**src/design/prc_pkg.sv**
```systemverilog
// Shared types and constants for the posture rule classifier with debounce.
// Holds the class codes, register indexes, register reset values and the
// structs passed between the configuration, classifier and debounce modules.
package prc_pkg;

  typedef enum logic [2:0] {
    CLS_GOOD    = 3'd0,
    CLS_SLOUCH  = 3'd1,
    CLS_FORWARD = 3'd2,
    CLS_LEFT    = 3'd3,
    CLS_RIGHT   = 3'd4,
    CLS_TENSION = 3'd5,
    CLS_LUMBAR  = 3'd6,
    CLS_UNKNOWN = 3'd7
  } cls_t;

  // Register indexes (byte address is four times the index).
  localparam logic [2:0] REG_LUMBAR  = 3'd0;
  localparam logic [2:0] REG_FORWARD = 3'd1;
  localparam logic [2:0] REG_SLOUCH  = 3'd2;
  localparam logic [2:0] REG_LEFT    = 3'd3;
  localparam logic [2:0] REG_RIGHT   = 3'd4;
  localparam logic [2:0] REG_TILT    = 3'd5;
  localparam logic [2:0] REG_WINDOW  = 3'd6;

  localparam logic [10:0] RST_LUMBAR  = 11'd200;
  localparam logic [11:0] RST_FORWARD = 12'd300;
  localparam logic [11:0] RST_SLOUCH  = 12'd150;
  localparam logic [11:0] RST_LEFT    = 12'hF6A;  // -150
  localparam logic [11:0] RST_RIGHT   = 12'd150;
  localparam logic [10:0] RST_TILT    = 11'd200;
  localparam logic [15:0] RST_WINDOW  = 16'd3000;

  typedef struct packed {
    logic [10:0] lumbar_limit;
    logic [11:0] forward_limit;
    logic [11:0] slouch_limit;
    logic [11:0] left_limit;
    logic [11:0] right_limit;
    logic [10:0] tilt_limit;
    logic [15:0] window_ms;
  } prc_cfg_t;

  typedef struct packed {
    logic        upper_valid;
    logic        lower_valid;
    logic        muscle_valid;
    logic        muscle_high;
    logic        flexion_valid;
    logic [11:0] flexion_angle;
    logic [11:0] pitch_dev;
    logic [11:0] roll_dev;
    logic [10:0] tilt_total;
    logic [31:0] time_ms;
  } prc_sample_t;

  typedef struct packed {
    logic [31:0] stamp_ms;
    cls_t        posture;
    cls_t        previous_posture;
    logic [31:0] time_in_posture;
    logic        correction_pulse;
    logic [31:0] correction_total;
  } prc_result_t;

endpackage

```
**src/design/posture_rule_classifier_debounce_top.sv**
```systemverilog
// Posture rule classifier with debounce, top level.
// Uses prc_pkg, prc_cfg_regs, prc_classify and prc_debounce.
//
// Usage:
//   Feature samples arrive as beats on the in_ stream; each beat yields exactly
//   one result beat on the out_ stream, in order. A sample is captured in an
//   input register, classified and debounced once the result register is
//   free, and its result lands in the output register. One beat per cycle is
//   sustained in both directions while out_tready stays high; the single pass
//   through the compares and the 32-bit time subtractions between the input
//   and output registers sets that figure.
//   When out_tready is low the result register holds, the input register fills
//   behind it, and in_tready drops only once both are full; no beat is lost.
//   Thresholds and the confirmation window are written over the cfg_ APB port
//   while the stream is idle; pready is always high.
//   Synchronous reset (rst_n low) empties both registers, restores the
//   register defaults and sets the candidate, confirmed and reported classes
//   to good with zero timestamps and a zero correction count.
module posture_rule_classifier_debounce_top
  import prc_pkg::*;
(
  input  logic         clk,
  input  logic         rst_n,
  // in_tdata, low bit up: muscle_high[0], flexion_angle[12:1], pitch_dev[24:13],
  // roll_dev[36:25], tilt_total[47:37], time_ms[79:48]
  input  logic [79:0]  in_tdata,
  // in_tuser, low bit up: upper_valid[0], lower_valid[1], muscle_valid[2],
  // flexion_valid[3]
  input  logic [3:0]   in_tuser,
  input  logic         in_tvalid,
  output logic         in_tready,
  // out_tdata, low bit up: stamp_ms[31:0], posture[34:32], previous_posture[37:35],
  // time_in_posture[69:38], correction_pulse[70], correction_total[102:71], zero[103]
  output logic [103:0] out_tdata,
  output logic         out_tvalid,
  input  logic         out_tready,
  input  logic         cfg_psel,
  input  logic         cfg_penable,
  input  logic         cfg_pwrite,
  input  logic [4:0]   cfg_paddr,
  input  logic [31:0]  cfg_pwdata,
  output logic [31:0]  cfg_prdata,
  output logic         cfg_pready
);

  prc_cfg_t    cfg;
  prc_sample_t smp_r;
  logic        smp_vld_r;
  prc_result_t res;
  prc_result_t res_r;
  logic        res_vld_r;
  cls_t        raw_cls;
  logic        advance;
  logic        in_take;

  assign cfg_pready = 1'b1;

  prc_cfg_regs u_cfg (
    .clk     (clk),
    .rst_n   (rst_n),
    .psel    (cfg_psel),
    .penable (cfg_penable),
    .pwrite  (cfg_pwrite),
    .paddr   (cfg_paddr),
    .pwdata  (cfg_pwdata),
    .prdata  (cfg_prdata),
    .cfg     (cfg)
  );

  // The sample in the input register moves on when the result register is free.
  assign advance   = smp_vld_r && (!res_vld_r || out_tready);
  assign in_tready = !smp_vld_r || advance;
  assign in_take   = in_tvalid && in_tready;

  always_ff @(posedge clk) begin
    if (!rst_n) begin
      smp_vld_r <= 1'b0;
    end else if (in_take) begin
      smp_vld_r <= 1'b1;
    end else if (advance) begin
      smp_vld_r <= 1'b0;
    end
  end

  always_ff @(posedge clk) begin
    if (in_take) begin
      smp_r.upper_valid   <= in_tuser[0];
      smp_r.lower_valid   <= in_tuser[1];
      smp_r.muscle_valid  <= in_tuser[2];
      smp_r.flexion_valid <= in_tuser[3];
      smp_r.muscle_high   <= in_tdata[0];
      smp_r.flexion_angle <= in_tdata[12:1];
      smp_r.pitch_dev     <= in_tdata[24:13];
      smp_r.roll_dev      <= in_tdata[36:25];
      smp_r.tilt_total    <= in_tdata[47:37];
      smp_r.time_ms       <= in_tdata[79:48];
    end
  end

  prc_classify u_classify (
    .smp     (smp_r),
    .cfg     (cfg),
    .raw_cls (raw_cls)
  );

  prc_debounce u_debounce (
    .clk       (clk),
    .rst_n     (rst_n),
    .step      (advance),
    .raw_cls   (raw_cls),
    .now_ms    (smp_r.time_ms),
    .window_ms (cfg.window_ms),
    .res       (res)
  );

  always_ff @(posedge clk) begin
    if (!rst_n) begin
      res_vld_r <= 1'b0;
    end else if (advance) begin
      res_vld_r <= 1'b1;
    end else if (out_tready) begin
      res_vld_r <= 1'b0;
    end
  end

  always_ff @(posedge clk) begin
    if (advance) begin
      res_r <= res;
    end
  end

  assign out_tvalid = res_vld_r;
  assign out_tdata  = {1'b0,
                       res_r.correction_total,
                       res_r.correction_pulse,
                       res_r.time_in_posture,
                       res_r.previous_posture,
                       res_r.posture,
                       res_r.stamp_ms};

endmodule

```
**src/design/prc_cfg_regs.sv**
```systemverilog
// Configuration register file of the posture classifier, APB-style write and read.
// Depends on prc_pkg for the register indexes, reset values and prc_cfg_t.
module prc_cfg_regs
  import prc_pkg::*;
(
  input  logic        clk,
  input  logic        rst_n,
  input  logic        psel,
  input  logic        penable,
  input  logic        pwrite,
  input  logic [4:0]  paddr,
  input  logic [31:0] pwdata,
  output logic [31:0] prdata,
  output prc_cfg_t    cfg
);

  prc_cfg_t   cfg_r;
  prc_cfg_t   cfg_nxt;
  logic [2:0] idx;
  logic       wr_en;

  assign idx   = paddr[4:2];
  assign wr_en = psel & penable & pwrite;

  always_comb begin
    cfg_nxt = cfg_r;
    if (wr_en) begin
      unique case (idx)
        REG_LUMBAR:  cfg_nxt.lumbar_limit  = pwdata[10:0];
        REG_FORWARD: cfg_nxt.forward_limit = pwdata[11:0];
        REG_SLOUCH:  cfg_nxt.slouch_limit  = pwdata[11:0];
        REG_LEFT:    cfg_nxt.left_limit    = pwdata[11:0];
        REG_RIGHT:   cfg_nxt.right_limit   = pwdata[11:0];
        REG_TILT:    cfg_nxt.tilt_limit    = pwdata[10:0];
        REG_WINDOW:  cfg_nxt.window_ms     = pwdata[15:0];
        default:     cfg_nxt = cfg_r;
      endcase
    end
  end

  always_ff @(posedge clk) begin
    if (!rst_n) begin
      cfg_r.lumbar_limit  <= RST_LUMBAR;
      cfg_r.forward_limit <= RST_FORWARD;
      cfg_r.slouch_limit  <= RST_SLOUCH;
      cfg_r.left_limit    <= RST_LEFT;
      cfg_r.right_limit   <= RST_RIGHT;
      cfg_r.tilt_limit    <= RST_TILT;
      cfg_r.window_ms     <= RST_WINDOW;
    end else begin
      cfg_r <= cfg_nxt;
    end
  end

  always_comb begin
    unique case (idx)
      REG_LUMBAR:  prdata = {21'd0, cfg_r.lumbar_limit};
      REG_FORWARD: prdata = {20'd0, cfg_r.forward_limit};
      REG_SLOUCH:  prdata = {20'd0, cfg_r.slouch_limit};
      REG_LEFT:    prdata = {20'd0, cfg_r.left_limit};
      REG_RIGHT:   prdata = {20'd0, cfg_r.right_limit};
      REG_TILT:    prdata = {21'd0, cfg_r.tilt_limit};
      REG_WINDOW:  prdata = {16'd0, cfg_r.window_ms};
      default:     prdata = 32'd0;
    endcase
  end

  assign cfg = cfg_r;

endmodule

```
**src/design/prc_classify.sv**
```systemverilog
// Rule classifier: maps one feature sample to its raw posture class by a fixed
// priority of threshold compares. Depends on prc_pkg for cls_t and the structs.
module prc_classify
  import prc_pkg::*;
(
  input  prc_sample_t smp,
  input  prc_cfg_t    cfg,
  output cls_t        raw_cls
);

  logic lumbar_hit;
  logic forward_hit;
  logic slouch_hit;
  logic left_hit;
  logic right_hit;
  logic tilt_hit;

  // The lumbar limit is unsigned, so it is zero-extended before the signed compare.
  assign lumbar_hit  = $signed(smp.flexion_angle) >= $signed({1'b0, cfg.lumbar_limit});
  assign forward_hit = $signed(smp.pitch_dev) >= $signed(cfg.forward_limit);
  assign slouch_hit  = $signed(smp.pitch_dev) >= $signed(cfg.slouch_limit);
  assign left_hit    = $signed(smp.roll_dev) <= $signed(cfg.left_limit);
  assign right_hit   = $signed(smp.roll_dev) >= $signed(cfg.right_limit);
  assign tilt_hit    = smp.tilt_total >= cfg.tilt_limit;

  always_comb begin
    if (!smp.upper_valid && !smp.lower_valid) begin
      raw_cls = CLS_UNKNOWN;
    end else if (smp.muscle_valid && smp.muscle_high) begin
      raw_cls = CLS_TENSION;
    end else if (smp.flexion_valid && lumbar_hit) begin
      raw_cls = CLS_LUMBAR;
    end else if (smp.upper_valid && forward_hit) begin
      raw_cls = CLS_FORWARD;
    end else if (smp.upper_valid && slouch_hit) begin
      raw_cls = CLS_SLOUCH;
    end else if (smp.upper_valid && left_hit) begin
      raw_cls = CLS_LEFT;
    end else if (smp.upper_valid && right_hit) begin
      raw_cls = CLS_RIGHT;
    end else if (smp.upper_valid && tilt_hit) begin
      raw_cls = CLS_SLOUCH;
    end else begin
      raw_cls = CLS_GOOD;
    end
  end

endmodule

```
**src/design/prc_debounce.sv**
```systemverilog
// Debounce and report state: candidate tracking, confirmation window, correction
// pulse and counter. Depends on prc_pkg for cls_t and prc_result_t.
module prc_debounce
  import prc_pkg::*;
(
  input  logic        clk,
  input  logic        rst_n,
  input  logic        step,
  input  cls_t        raw_cls,
  input  logic [31:0] now_ms,
  input  logic [15:0] window_ms,
  output prc_result_t res
);

  cls_t        cand_r, cand_nxt;
  logic [31:0] cand_since_r, cand_since_nxt;
  cls_t        conf_r, conf_nxt;
  logic [31:0] conf_since_r, conf_since_nxt;
  logic        fired_r, fired_nxt;
  cls_t        last_r;
  logic [31:0] count_r, count_nxt;

  logic        cand_chg;
  logic        fired_eff;
  logic        held;
  logic        bad;
  logic        pulse;

  always_comb begin
    cand_chg       = raw_cls != cand_r;
    cand_nxt       = raw_cls;
    cand_since_nxt = cand_chg ? now_ms : cand_since_r;
    fired_eff      = cand_chg ? 1'b0 : fired_r;
    held           = (now_ms - cand_since_nxt) >= {16'd0, window_ms};

    conf_nxt       = conf_r;
    conf_since_nxt = conf_since_r;
    if (held && raw_cls != conf_r) begin
      conf_nxt       = raw_cls;
      conf_since_nxt = now_ms;
    end

    // A correction fires once per candidate run while the confirmed class is bad.
    bad       = conf_nxt != CLS_GOOD && conf_nxt != CLS_UNKNOWN;
    pulse     = bad && held && !fired_eff;
    fired_nxt = fired_eff | pulse;
    count_nxt = count_r + {31'd0, pulse};

    res.stamp_ms         = now_ms;
    res.posture          = conf_nxt;
    res.previous_posture = last_r;
    res.time_in_posture  = now_ms - conf_since_nxt;
    res.correction_pulse = pulse;
    res.correction_total = count_nxt;
  end

  always_ff @(posedge clk) begin
    if (!rst_n) begin
      cand_r       <= CLS_GOOD;
      cand_since_r <= 32'd0;
      conf_r       <= CLS_GOOD;
      conf_since_r <= 32'd0;
      fired_r      <= 1'b0;
      last_r       <= CLS_GOOD;
      count_r      <= 32'd0;
    end else if (step) begin
      cand_r       <= cand_nxt;
      cand_since_r <= cand_since_nxt;
      conf_r       <= conf_nxt;
      conf_since_r <= conf_since_nxt;
      fired_r      <= fired_nxt;
      last_r       <= conf_nxt;
      count_r      <= count_nxt;
    end
  end

endmodule
```
**config.mk**
```make
export PLATFORM = sky130hd
export DESIGN_NAME = posture_rule_classifier_debounce_top
export DESIGN_NICKNAME = d
export VERILOG_FILES = /design/src/design/prc_pkg.sv /design/src/design/posture_rule_classifier_debounce_top.sv /design/src/design/prc_cfg_regs.sv /design/src/design/prc_classify.sv /design/src/design/prc_debounce.sv
export SDC_FILE = /design/constraint.sdc
export NUM_CORES = 1
export LEC_CHECK = 0
export BUFFER_PORTS_ARGS = -buffer_cell sky130_fd_sc_hd__buf_4
export CORE_AREA = 2 2 142 282
export DETAILED_ROUTE_END_ITERATION = 8
export DIE_AREA = 0 0 144 284
export PLACE_DENSITY = 0.85
export SLEW_MARGIN = 5
export SYNTH_ARGS = -nofsm -noshare
export SYNTH_HDL_FRONTEND = slang
export SYNTH_SLANG_ARGS = --single-unit
```
**constraint.sdc**
```tcl
create_clock -name clk -period 10 [get_ports clk]
set_clock_uncertainty 0.2 [all_clocks]
set_input_delay 2.5 -clock clk [delete_from_list [all_inputs] [get_ports clk]]
set_output_delay 2.5 -clock clk [all_outputs]
set_load 0.005 [all_outputs]
```
# Yosys cells after proc, flatten, opt, wreduce, memory -nomap -nowiden
# Cells that the tools add are included.
[classes] mux=17 n_eq_ne=9 addsub=3 n_lt_le_gt_ge=7 n_bitwise=3 reduce_logical=32
[op_table] cell="16-bit one-hot mux with 7 select lines" n=1
[op_table] cell="32-bit two-way mux" n=2
[op_table] cell="32-bit subtractor" n=2
[op_table] cell="12-bit >= comparator" n=4
[op_table] cell="32-bit by 1-bit adder with 32-bit output" n=1
[op_table] cell="32-bit by 16-bit >= comparator with 1-bit output" n=1
[op_table] cell="3-bit two-way mux" n=8
[op_table] cell="1-bit logical AND" n=14
[op_table] cell="2-bit AND reduction" n=7
[op_table] cell="12-bit less-or-equal comparator" n=1
[op_table] cell="11-bit >= comparator" n=1
[op_table] cell="3-bit equality test (second input constant)" n=3
[op_table] cell="3-bit by 2-bit equality test with 1-bit output (second input constant)" n=2
[op_table] cell="1-bit two-way mux" n=6
[op_table] cell="3-bit != test" n=2
[op_table] cell="1-bit logical NOT" n=5
[op_table] cell="2-bit nonzero test" n=2
[op_table] cell="3-bit by 1-bit equality test with 1-bit output (second input constant)" n=1
[op_table] cell="3-bit logical NOT" n=1
[op_table] cell="3-bit != test (second input constant)" n=1
[op_table] cell="3-bit nonzero test" n=1
[op_table] cell="1-bit AND" n=2
[op_table] cell="1-bit logical OR" n=2
[op_table] cell="1-bit bitwise OR" n=1
[word_totals] regBits=378 in_bits=128 word_cells=102 out_inout_bits=139

# Logic depth before layout (Yosys ltp)
[logic_depth] depth_word=21 depth_mapped=55 mapped_depth_nobuf=52

# Hierarchy
# Synthesis repeated with hierarchy kept, for this count alone.
[hier_totals] hier_cells=2106 area_unflattened_um2=21390.5
[modules_own_cells] mod="prc_debounce" cells_per_inst=1202 area_each_um2=9605.5 n_inst=1 seq_area_each_um2=2062.0
[modules_own_cells] mod="posture_rule_classifier_debounce_top" cells_per_inst=200 area_each_um2=5741.8 n_inst=1 seq_area_each_um2=5655.4
[modules_own_cells] mod="prc_cfg_regs" cells_per_inst=451 area_each_um2=4206.5 n_inst=1 seq_area_each_um2=1721.7
[modules_own_cells] mod="prc_classify" cells_per_inst=253 area_each_um2=1836.8 n_inst=1 seq_area_each_um2=0.0

# Worst setup path before layout
# OpenSTA, ideal clock, no wires.
[synth_timing] kind="register -> register" start="reg smp_r[55] in the netlist's numbering" end="reg res_r, in the netlist out_tdata[62] (data pin)" synth_period_minus_slack_ps=10847 path_slack_ps=-847 stages_incl_launch_ff=55 path_buffers=3 setup_ps=258 arrival_ps=10389 required_ps=9542 cell_sequence="edfxtp_1 > inv_1 > ha_1 > nand2b_1 > a2111o_1 > a221oi_1 > a2111oi_1 > o21a_1 > a311o_1 > xor2_1 > nor3_4 > buf_2 > buf_1 > mux2i_1 > ha_1 > a21oi_1 > a21o_1 > a31oi_1 > (+19 left out) > ha_1 > inv_1 > fa_1 > a21o_1 > a21oi_1 > o21bai_1 > a21oi_1 > o21bai_1 > a21oi_1 > o21ai_0 > a2111oi_0 > o31a_1 > a41o_1 > nand2_1 > a21o_1 > a21o_1 > a21oi_1 > xnor2_1"
[synth_lines] item="start, declared" line="posture_rule_classifier_debounce_top.sv:47" text="prc_sample_t smp_r;"
[synth_lines] item="end signal, assigned" line="posture_rule_classifier_debounce_top.sv:128" text="res_r <= res;"
[synth_lines] item="end, declared" line="posture_rule_classifier_debounce_top.sv:50" text="prc_result_t res_r;"

==> run_results.csv <==
group,metric,value,unit
place,place_area,0.0242,mm2
die,die_w,144,um
clocking,clock_latency,0.55,ns
hold_path,min_path_type,"reg2reg",
sta,rsz0062_at_grt,"true",
cells_and_area,syn_to_final_growth,33.4,%
routing,drt-pass1-iter-count,5,
die,core_area,0.0387,mm2
sta,clock.fmax,0.0924,GHz
routing,vias,17682,
worst_setup_path,worstPathMaxFanout,5,
clocking,cts_sinks,378,
global_route,grt_max_degree,126,
routing,vias_per_cell,5.73,
global_route,grtUsageTotal,28.8,%
place,gp_congestion,0.999,
die,rows,102,
clocking,cts_buffers,36,
synthesis,synth_edf_count,187,
synthesis,seq_area_frac_synth,46.6,%
clocking,cts.clk_slew.worst_paths,0.07,ns
synthesis,synth_top_area_share,27.7,%
synthesis,synthesis.area,0.0202,mm2
worst_setup_path,worst-setup-path-type,"reg2reg",
global_route,grt_pass1_vias,17956,
sta,tightest_slew,1.19,ns
sta,post-route-min-period,10.83,ns
worst_setup_path,crit_top_cell,"a21o_1",
worst_setup_path,setup.worst_path.end_class,"flip-flop",
routing,drt_wl_total,63700,um
sta,period_share,108,%
worst_setup_path,cp.arrival,10.92,ns
synthesis,async_flop_share,0,%
power_and_ir_drop,ir_drop,0.144,mV
die,die_area,0.0409,mm2
synthesis,ys.flop_type,"dfxtp_1",
sta,relSlewSlack,20.5,%
power_and_ir_drop,internal_power,2970,uW
die,initial_utilization,52.4,%
routing,ant_nets,0,
synthesis,ys_warn_count,0,
sta,hold_viol_final,0,
clocking,tritoncts,"built",
synthesis,synth_cell_types,76,
cells_and_area,drive_gt1_share,30.9,%
global_route,grt_pass1_wl,91100,um
routing,post_drt_wl_per_cell,20.6,um
power_and_ir_drop,combPwrFrac,24.3,%
sta,setup_viol,30,
clocking,cts_buffer_depth,3,
worst_setup_path,cp_slowest_cell,"edfxtp_1",
flow_run,max_cap_viol_count,0,
power_and_ir_drop,p_leak,0.0119,uW
cells_and_area,design_area,0.0270,mm2
outcome,failed_checks,"setup timing",
power_and_ir_drop,seq_power_share,42.5,%
synthesis,syn_inst,2017,
global_route,grt.overflow.total,0,
synthesis,syn_area_per_cell,10.0,um2
sta,whs,0.253,ns
cells_and_area,final_common_cell,"buf_4",
power_and_ir_drop,netSwitchingFraction,28.6,%
place,dp_hpwl,43200,um
cells_and_area,antennaDiodeCount,0,
global_route,antenna_found_initial,0,
die,top_level_ports,267,
place,numPortBuffers,230,
routing,drt_iter0_drc,1004,
clocking,htreeDepth,2,
die,die_h,284,um
worst_setup_path,cp.required,10.09,ns
sta,slew_viol_final,0,
sta,worst_slack,-0.827,ns
synthesis,synth_largest_area_cell,"edfxtp_1",
synthesis,synth.area.top_cells,"edfxtp_1 (28%), dfxtp_1 (19%), ha_1 (9.1%)",
cells_and_area,mostFrequentLayoutCells,"buf_4 (536), nand2_1 (334), dfxtp_1 (191), edfxtp_1 (187), ha_1 (139)",
worst_setup_path,slowest_delay,0.48,ns
power_and_ir_drop,p_switching,1190,uW
power_and_ir_drop,p_clk_share,33.2,%
outcome,outcome,"finished, violations left",
power_and_ir_drop,power_density,154,mW/mm2
routing,drc,0,
clocking,root_buffer,"clkbuf_16",
synthesis,synth.ff_latch_count,378,
cells_and_area,num-nets-final,2816,
worst_setup_path,start_kind,"flip-flop",
[stage by stage]
step | std cells | utilization (%) | total power, uW | setup slack [ns] | setup TNS (ns)
3_5_place_dp | 2947 | 62.7 | 2650 | -1.43 | -28.49
2_1_floorplan | 2033 | - | 2280 | -0.0160 | -0.0160
5_1_grt | 3087 | 69.8 | 4310 | -1.16 | -21.49
6_report | 3087 | 69.8 | 4160 | -0.827 | -8.69
3_3_place_gp | 2947 | 62.7 | 2610 | -1.01 | -13.62
4_1_cts | 3072 | 67.8 | 4090 | -0.666 | -6.01
[path summary, 6_finish.rpt]
path,from,endpoint,slack (ns),cells after the start
max reg2reg,smp_r[64],out_tdata[62],-0.83,52
max,smp_r[64],out_tdata[62],-0.83,52
min reg2reg,u_debounce.conf_since_r[20],u_debounce.conf_since_r[20],0.25,2
min,u_debounce.conf_since_r[20],u_debounce.conf_since_r[20],0.25,2
[synthesized netlist by cell type, types with 55 or more instances]
cell	number
xnor2_1	64
edfxtp_1	187
inv_1	120
a21boi_0	69
dfxtp_1	191
ha_1	147
mux2i_1	101
nand2_1	348
clkbuf_1	55
o21ai_0	73
nor2_1	72
a21oi_1	86
[per-layer routing]
layer	up-vias	share of wire, %	GRT usage [%]
met4	0	8.7	22.0
met2	786	54	55.0
li1	8177	-	-
met5	-	0	0
met3	273	5.0	3.48
met1	8446	32	26.8
[worst max-delay path: cells and delay by family (launching register included)]
family | cells | cell delay (ns)
compound gates | 28 | 5.32
xor+xnor | 3 | 0.36
fa+ha+maj | 5 | 1.33
buf+inv | 3 | 0.39
flops | 1 | 0.48
mux | 3 | 0.67
simple gates | 10 | 1.77
[logic make-up after synthesis]
kind of cell             count (synthesis)  share of synthesized area (%)
AND/OR/NAND/NOR                        618                           13.9
AO/OA/AOI/OAI                          430                           14.7
flip-flops                             378                           46.6
buffers and inverters                  216                           4.59
adder cells (fa/ha/maj)                151                           9.38
multiplexers                           113                           6.01
XOR/XNOR                               109                           4.72
other                                    2                         0.0371
[registers in the layout, indices dropped and copies added, names as in the netlist]
| register | count |
|---|---|
| out_tdata | 103 |
| u_cfg.cfg | 86 |
| smp_r | 84 |
| u_debounce.cand_since_r | 32 |
| u_debounce.conf_since_r | 32 |
| u_debounce.count_r | 32 |
| u_debounce.cand_r | 3 |
| u_debounce.last_r | 3 |
| out_tvalid | 1 |
| smp_vld_r | 1 |
| u_debounce.fired_r | 1 |
[cell type report]
| type | instances | area [um2] |
|---|---|---|
| tap | 520 | 651 |
| timing repair buffer | 564 | 4390 |
| fill | 2710 | 11700 |
| clock buffer | 42 | 965 |
| sequential | 378 | 9440 |
| inverter | 120 | 455 |
| clock inverter | 24 | 211 |
| multi-input combinational | 1439 | 10900 |
[power groups by stage]
stage	clock, uW	combinational (uW)	sequential [uW]
after floorplan	0	491	1790
after global placement	0	812	1790
after detailed placement	0	849	1800
after CTS	1400	926	1760
after global routing	1460	1080	1770
final	1380	1010	1770
[repair_timing]
| action | CTS | global route |
|---|---|---|
| hold buffers | 0 | 0 |
| gates cloned | 1 | 1 |
| endpoints found under the setup margin | 48 | 59 |
| setup buffers | 63 | 32 |
| gates resized for setup | 81 | 140 |
| pin swaps | 37 | 67 |
Power figures use the tool's default switching activity.
